--- src/hdl/mpm_pkg.sv ---
// shared types and constants of the multi-pattern matcher
package mpm_pkg;

  // results one scanned symbol may report at most
  localparam int MAX_RESULTS = 16;
  // depth of the command queue between front and engine
  localparam int QDEPTH      = 2;

  typedef enum logic [1:0] {
    REQ_LOAD  = 2'd0,
    REQ_BUILD = 2'd1,
    REQ_SCAN  = 2'd2
  } req_e;

  typedef enum logic [1:0] {
    KIND_MATCH  = 2'd0,
    KIND_BUILD  = 2'd1,
    KIND_REJECT = 2'd2
  } kind_e;

  typedef enum logic [2:0] {
    ERR_NONE      = 3'd0,
    ERR_SYMBOL    = 3'd1,
    ERR_STATES    = 3'd2,
    ERR_LENGTH    = 3'd3,
    ERR_PATTERNS  = 3'd4,
    ERR_ALPHABET  = 3'd5,
    ERR_NOT_BUILT = 3'd6
  } err_e;

  typedef enum logic [4:0] {
    ST_CLEAR,
    ST_IDLE,
    ST_RESULT,
    ST_LD_WAIT,
    ST_LD_CHK,
    ST_BD_INIT,
    ST_BD_CWAIT,
    ST_BD_CCHK,
    ST_BD_WWAIT,
    ST_BD_WCHK,
    ST_BD_LWAIT,
    ST_BD_LINK,
    ST_BD_NEXT,
    ST_BD_QNEXT,
    ST_BD_QWAIT,
    ST_BD_FRWAIT,
    ST_BD_FRGET,
    ST_SC_WAIT,
    ST_SC_WCHK,
    ST_SC_NWAIT,
    ST_SC_EMIT
  } eng_state_e;

  // classified command handed from front to engine
  typedef struct packed {
    req_e        op;
    err_e        err;
    logic [7:0]  col;
    logic [7:0]  span;
    logic        eow;
    logic        sot;
  } cmd_t;

endpackage

--- src/hdl/mpm_front.sv ---
// front end: config registers, request classification and command queue
module mpm_front #(
  parameter int ALPHABET = 32
) (
  input  logic          clk_i,
  input  logic          rst_ni,
  input  logic          cfg_we_i,
  input  logic          cfg_idx_i,
  input  logic [7:0]    cfg_wdata_i,
  input  logic          in_valid_i,
  output logic          in_ready_o,
  input  logic [1:0]    req_type_i,
  input  logic [7:0]    symbol_i,
  input  logic          end_of_word_i,
  input  logic          start_of_text_i,
  input  logic          eng_ready_i,
  output logic          cmd_valid_o,
  output mpm_pkg::cmd_t cmd_o,
  input  logic          cmd_pop_i
);

  import mpm_pkg::*;

  localparam int QAW = (QDEPTH > 1) ? $clog2(QDEPTH) : 1;

  logic [7:0] first_q, last_q;
  logic [7:0] span;
  logic       alpha_ok, in_range, push, known;
  cmd_t       cmd;

  cmd_t         q_q [QDEPTH];
  logic [QAW-1:0] wptr_q, rptr_q;
  logic [QAW:0]   cnt_q;

  always_ff @(posedge clk_i or negedge rst_ni) begin
    if (!rst_ni) begin
      first_q <= 8'd0;
      last_q  <= 8'd31;
    end else if (cfg_we_i) begin
      if (cfg_idx_i) begin
        last_q <= cfg_wdata_i;
      end else begin
        first_q <= cfg_wdata_i;
      end
    end
  end

  assign span     = last_q - first_q;
  assign alpha_ok = (last_q > first_q) && ({1'b0, span} < 9'(ALPHABET));
  assign in_range = (symbol_i >= first_q) && (symbol_i <= last_q);

  always_comb begin
    cmd.op   = req_e'(req_type_i);
    cmd.err  = ERR_NONE;
    cmd.col  = symbol_i - first_q;
    cmd.span = span;
    cmd.eow  = end_of_word_i;
    cmd.sot  = start_of_text_i;
    known    = 1'b0;
    case (req_e'(req_type_i))
      REQ_LOAD, REQ_SCAN: begin
        known = 1'b1;
        if (!alpha_ok) begin
          cmd.err = ERR_ALPHABET;
        end else if (!in_range) begin
          cmd.err = ERR_SYMBOL;
        end
      end
      REQ_BUILD: begin
        known = 1'b1;
        if (!alpha_ok) begin
          cmd.err = ERR_ALPHABET;
        end
      end
      default: known = 1'b0;
    endcase
  end

  // request code 3 is swallowed here
  assign in_ready_o  = eng_ready_i && (cnt_q < (QAW+1)'(QDEPTH));
  assign push        = in_valid_i && in_ready_o && known;
  assign cmd_valid_o = (cnt_q != '0);
  assign cmd_o       = q_q[rptr_q];

  always_ff @(posedge clk_i) begin
    if (push) begin
      q_q[wptr_q] <= cmd;
    end
  end

  always_ff @(posedge clk_i or negedge rst_ni) begin
    if (!rst_ni) begin
      wptr_q <= '0;
      rptr_q <= '0;
      cnt_q  <= '0;
    end else begin
      if (push) begin
        wptr_q <= (wptr_q == QAW'(QDEPTH - 1)) ? '0 : wptr_q + 1'b1;
      end
      if (cmd_pop_i) begin
        rptr_q <= (rptr_q == QAW'(QDEPTH - 1)) ? '0 : rptr_q + 1'b1;
      end
      cnt_q <= cnt_q + (QAW+1)'(push) - (QAW+1)'(cmd_pop_i);
    end
  end

endmodule

--- config.mk ---
export PLATFORM = sky130hd
export DESIGN_NAME = mpm_front
export DESIGN_NICKNAME = d
export VERILOG_FILES = /design/src/hdl/mpm_pkg.sv /design/src/hdl/mpm_front.sv
export SDC_FILE = /design/constraint.sdc
export NUM_CORES = 1
export LEC_CHECK = 0
export ABC_CLOCK_PERIOD_IN_PS = 3250
export BUFFER_PORTS_ARGS = -buffer_cell sky130_fd_sc_hd__buf_4
export CORE_ASPECT_RATIO = 1.1
export CORE_MARGIN = 2
export CORE_UTILIZATION = 55
export DETAILED_ROUTE_END_ITERATION = 8
export PLACE_DENSITY = 0.78
export RECOVER_POWER = 50
export SYNTH_ARGS = -nofsm -noshare
export SYNTH_HDL_FRONTEND = slang
export SYNTH_SLANG_ARGS = --single-unit
--- constraint.sdc ---
create_clock -name clk_i -period 3.25 [get_ports clk_i]
set_input_delay 0.4875 -clock clk_i [delete_from_list [all_inputs] [get_ports clk_i]]
set_output_delay 0.4875 -clock clk_i [all_outputs]
set_load 0.03 [all_outputs]
==> results by group <==
Yosys
  • Seq/Total Area, Yosys: 0.5576
  • Share of the synthesized area in the top cell type: 0.4031
  • Syn. warnings: 0
  • EDFF count, synth: 44
  • Synthesized Nets: 311
  • Most numerous cell in the Yosys netlist: edfxtp_1
  • Syn avg cell area: 12.81 um2
  • Post-Syn Instances: 256
  • Post-synth top cells: 44 x edfxtp_1, 31 x mux2_2, 27 x inv_1
  • Post-synth top flop: edfxtp_1
  • Distinct cell type count after synthesis: 41
  • Synthesized area: 3278 um2
  • Yosys top cell by area: edfxtp_1
  • Async S/R FF share, synth: 0.3125
  • Synth top area cells: edfxtp_1 40%, dfrtp_1 11%, mux2_2 11%
  • Register bit total from synthesis: 64

Routing
  • Drt via density: 5.289
  • WL/cell: 14.65 um
  • ANT nets after route: 0
  • Initial DRC count: 113
  • First-pass detailed-route iteration total: 4
  • Total Wirelength: 5830 um
  • DRC violations left: 0
  • Number of vias in the routed layout: 2105

Layout
  • Finished Core Util: 0.6831
  • Fin area: 3941 um2
  • Filler cell count: 440
  • Ant. Diodes: 0
  • Post-route insts no fill: 398
  • Fraction of layout instances using a drive strength above 1: 0.3115
  • Area Overhead vs Synth: 20.23%
  • NumNets Final: 372

Clocking
  • Clock Tree Root: clkbuf_8
  • Postcts setup bufs: 0
  • Max Root-Sink Buffers: 2
  • Clock Pin Slew Worst Setup and Hold Paths: 70 ps
  • Hold_buf cts: 0
  • H-tree depth: 3
  • CTS tree: yes
  • CTS sink count: 64
  • Cts repair resizes: 0
  • Clk_lat worst skew: 340 ps
  • Cts bufs inserted: 9

Placed design
  • Gpl congestion: 0.8807
  • IO buf count: 50
  • DP Area: 3764 um2
  • Dpl hpwl: 4411 um
  • Worst slack, placed: 712.2 ps
  • Placed insts: 383

GRT
  • Vias in the first global route: 2118
  • Largest net degree at the start of global routing: 24
  • GRT Total Usage: 0.1988
  • First-pass GRT wire length: 9887 um
  • Grt ovf: 0
  • Initial antenna violation count: 0

STA
  • Tcrit/Tclk final: 0.8004
  • Final Hold Fails: 0
  • Unrepaired setup endpoints after global routing: false
  • Worst Tran Pin Value: 1183 ps
  • Setup violations, final: 0
  • Clk_skew: 8.212 ps
  • Final Max Slew Viols: 0
  • Post-Route Setup TNS: 0 ps
  • Tmin final: 2601 ps
  • WHS: 314.2 ps
  • Worst setup margin: 648.6 ps
  • Slew headroom: 0.2112
  • Fmax: 384.4 MHz

Pwr
  • Power Dens Cells: 732.9 nW/um2
  • Leak: 1.643 nW
  • Peak supply drop: 0.3674 mV
  • Tot Pwr: 2.889 mW

Critical path
  • CP Capture Type: flip-flop
  • Reg2reg setup slack: 650 ps
  • Crit Path Category: flip-flop to flip-flop
  • CP arrival: 2690 ps
  • Reg2Reg Launch Point: last_q[0]
  • Worst-case reg-to-reg path depth: 10
  • RR Endpoint: q_q[1][18]
  • WP data required: 3340 ps
  • Max Fanout on Critical Path: 3
  • CP startpoint kind: flip-flop

Hold path
  • Worst Hold Class: input port to async pin

Floorplan
  • Chip width: 77.61 um
  • IO Count: 52
  • Die ar.: 6595 um2
  • Starting density of the core: 0.5682
  • Core area: 5769 um2
  • Core Rows: 29
  • DIE HEIGHT: 84.97 um

Job
  • Maxcap violations: 0

Run status
  • Status: complete, no violations
[cells in the final DEF, fill, tap and decap left out, types with 2 or more instances in the layout]
cell type  synthesis  layout
clkbuf_8           0       9
nand4_1            3       3
a21o_1             2       2
bufinv_16          0       2
edfxtp_1          44      44
dfstp_2            5       4
a21oi_1            7       7
clkinv_1           0       2
inv_1             27      27
ha_1              26      26
or2_2              2       2
nand2_1           13      13
clkbuf_1           2       7
nor3_1             3       3
xor2_1             6       6
nor2_1            10      10
clkbuf_4           0       4
nand2b_1           4       4
dfrtp_1           15      15
buf_4              1      44
fa_1               2       2
nor2b_1            7       6
a31oi_1            2       2
xnor2_1            8       8
mux2_2            31      31
o21ai_0           17      17
[state kept, by name (all words and copies together), names as in the netlist]
| register | count |
|---|---|
| cnt_q | 2 |
| last_q | 8 |
| wptr_q | 1 |
| rptr_q | 1 |
| first_q | 8 |
| q_q | 44 |
[power by group]
group	switching [mW]	internal, mW
clock	0.290	0.421
sequential	0.0956	1.04
combinational	0.580	0.462
total	0.966	1.92
[worst max-delay path: stages, from the launching register on]
cell and delay, ps:
dfstp_1 380, inv_1 60, ha_1 160, inv_1 50
fa_1 390, a21oi_1 230, o2bb2ai_1 130, nor2_1 120
xnor2_1 110, o41a_1 450, a211o_1 260
[routing by layer]
metal / vias up / track usage / wire (um)
met4: 0 / 0.1250 / 202
met2: 42 / 0.3197 / 2839
met3: 13 / 0.03511 / 218
met5: - / 0 / 0
met1: 1012 / 0.2495 / 2569
li1: 1038 / - / -
[logic make-up (layout without fill, tap and decap cells)]
group	count (synthesis)	in the layout	share of synthesized area
flip-flops	64	64	0.5576
AO/OA/AOI/OAI	39	39	0.07595
XOR/XNOR	14	14	0.03741
multiplexers	31	31	0.1065
AND/OR/NAND/NOR	48	48	0.07329
buffers and inverters	31	96	0.03664
adder cells (fa/ha/maj)	28	28	0.1115
other	1	1	0.001144
[cell type report]
class | instances | area, um2 | area share
Timing Repair Buffer | 54 | 382.9 | 0.09714
Clock buffer | 10 | 127.6 | 0.03238
Inverter | 27 | 101.3 | 0.02571
Clock inverter | 5 | 72.57 | 0.01841
Multi-Input combinational cell | 161 | 1333 | 0.3381
Sequential cell | 64 | 1828 | 0.4638
Tap cell | 77 | 96.34 | 0.02444
[worst max path at each step]
stage / slack [ps] / start / end
2_1_floorplan: 520 / eng_ready_i / q_q[0][0]
3_3_place_gp: 770 / last_q[0] / q_q[0][18]
3_5_place_dp: 710 / last_q[0] / q_q[1][18]
4_1_cts: 680 / last_q[0] / q_q[1][18]
5_1_grt: 520 / last_q[0] / q_q[1][18]
6_report: 650 / last_q[0] / q_q[1][18]
(Power assumes the default switching activity.)
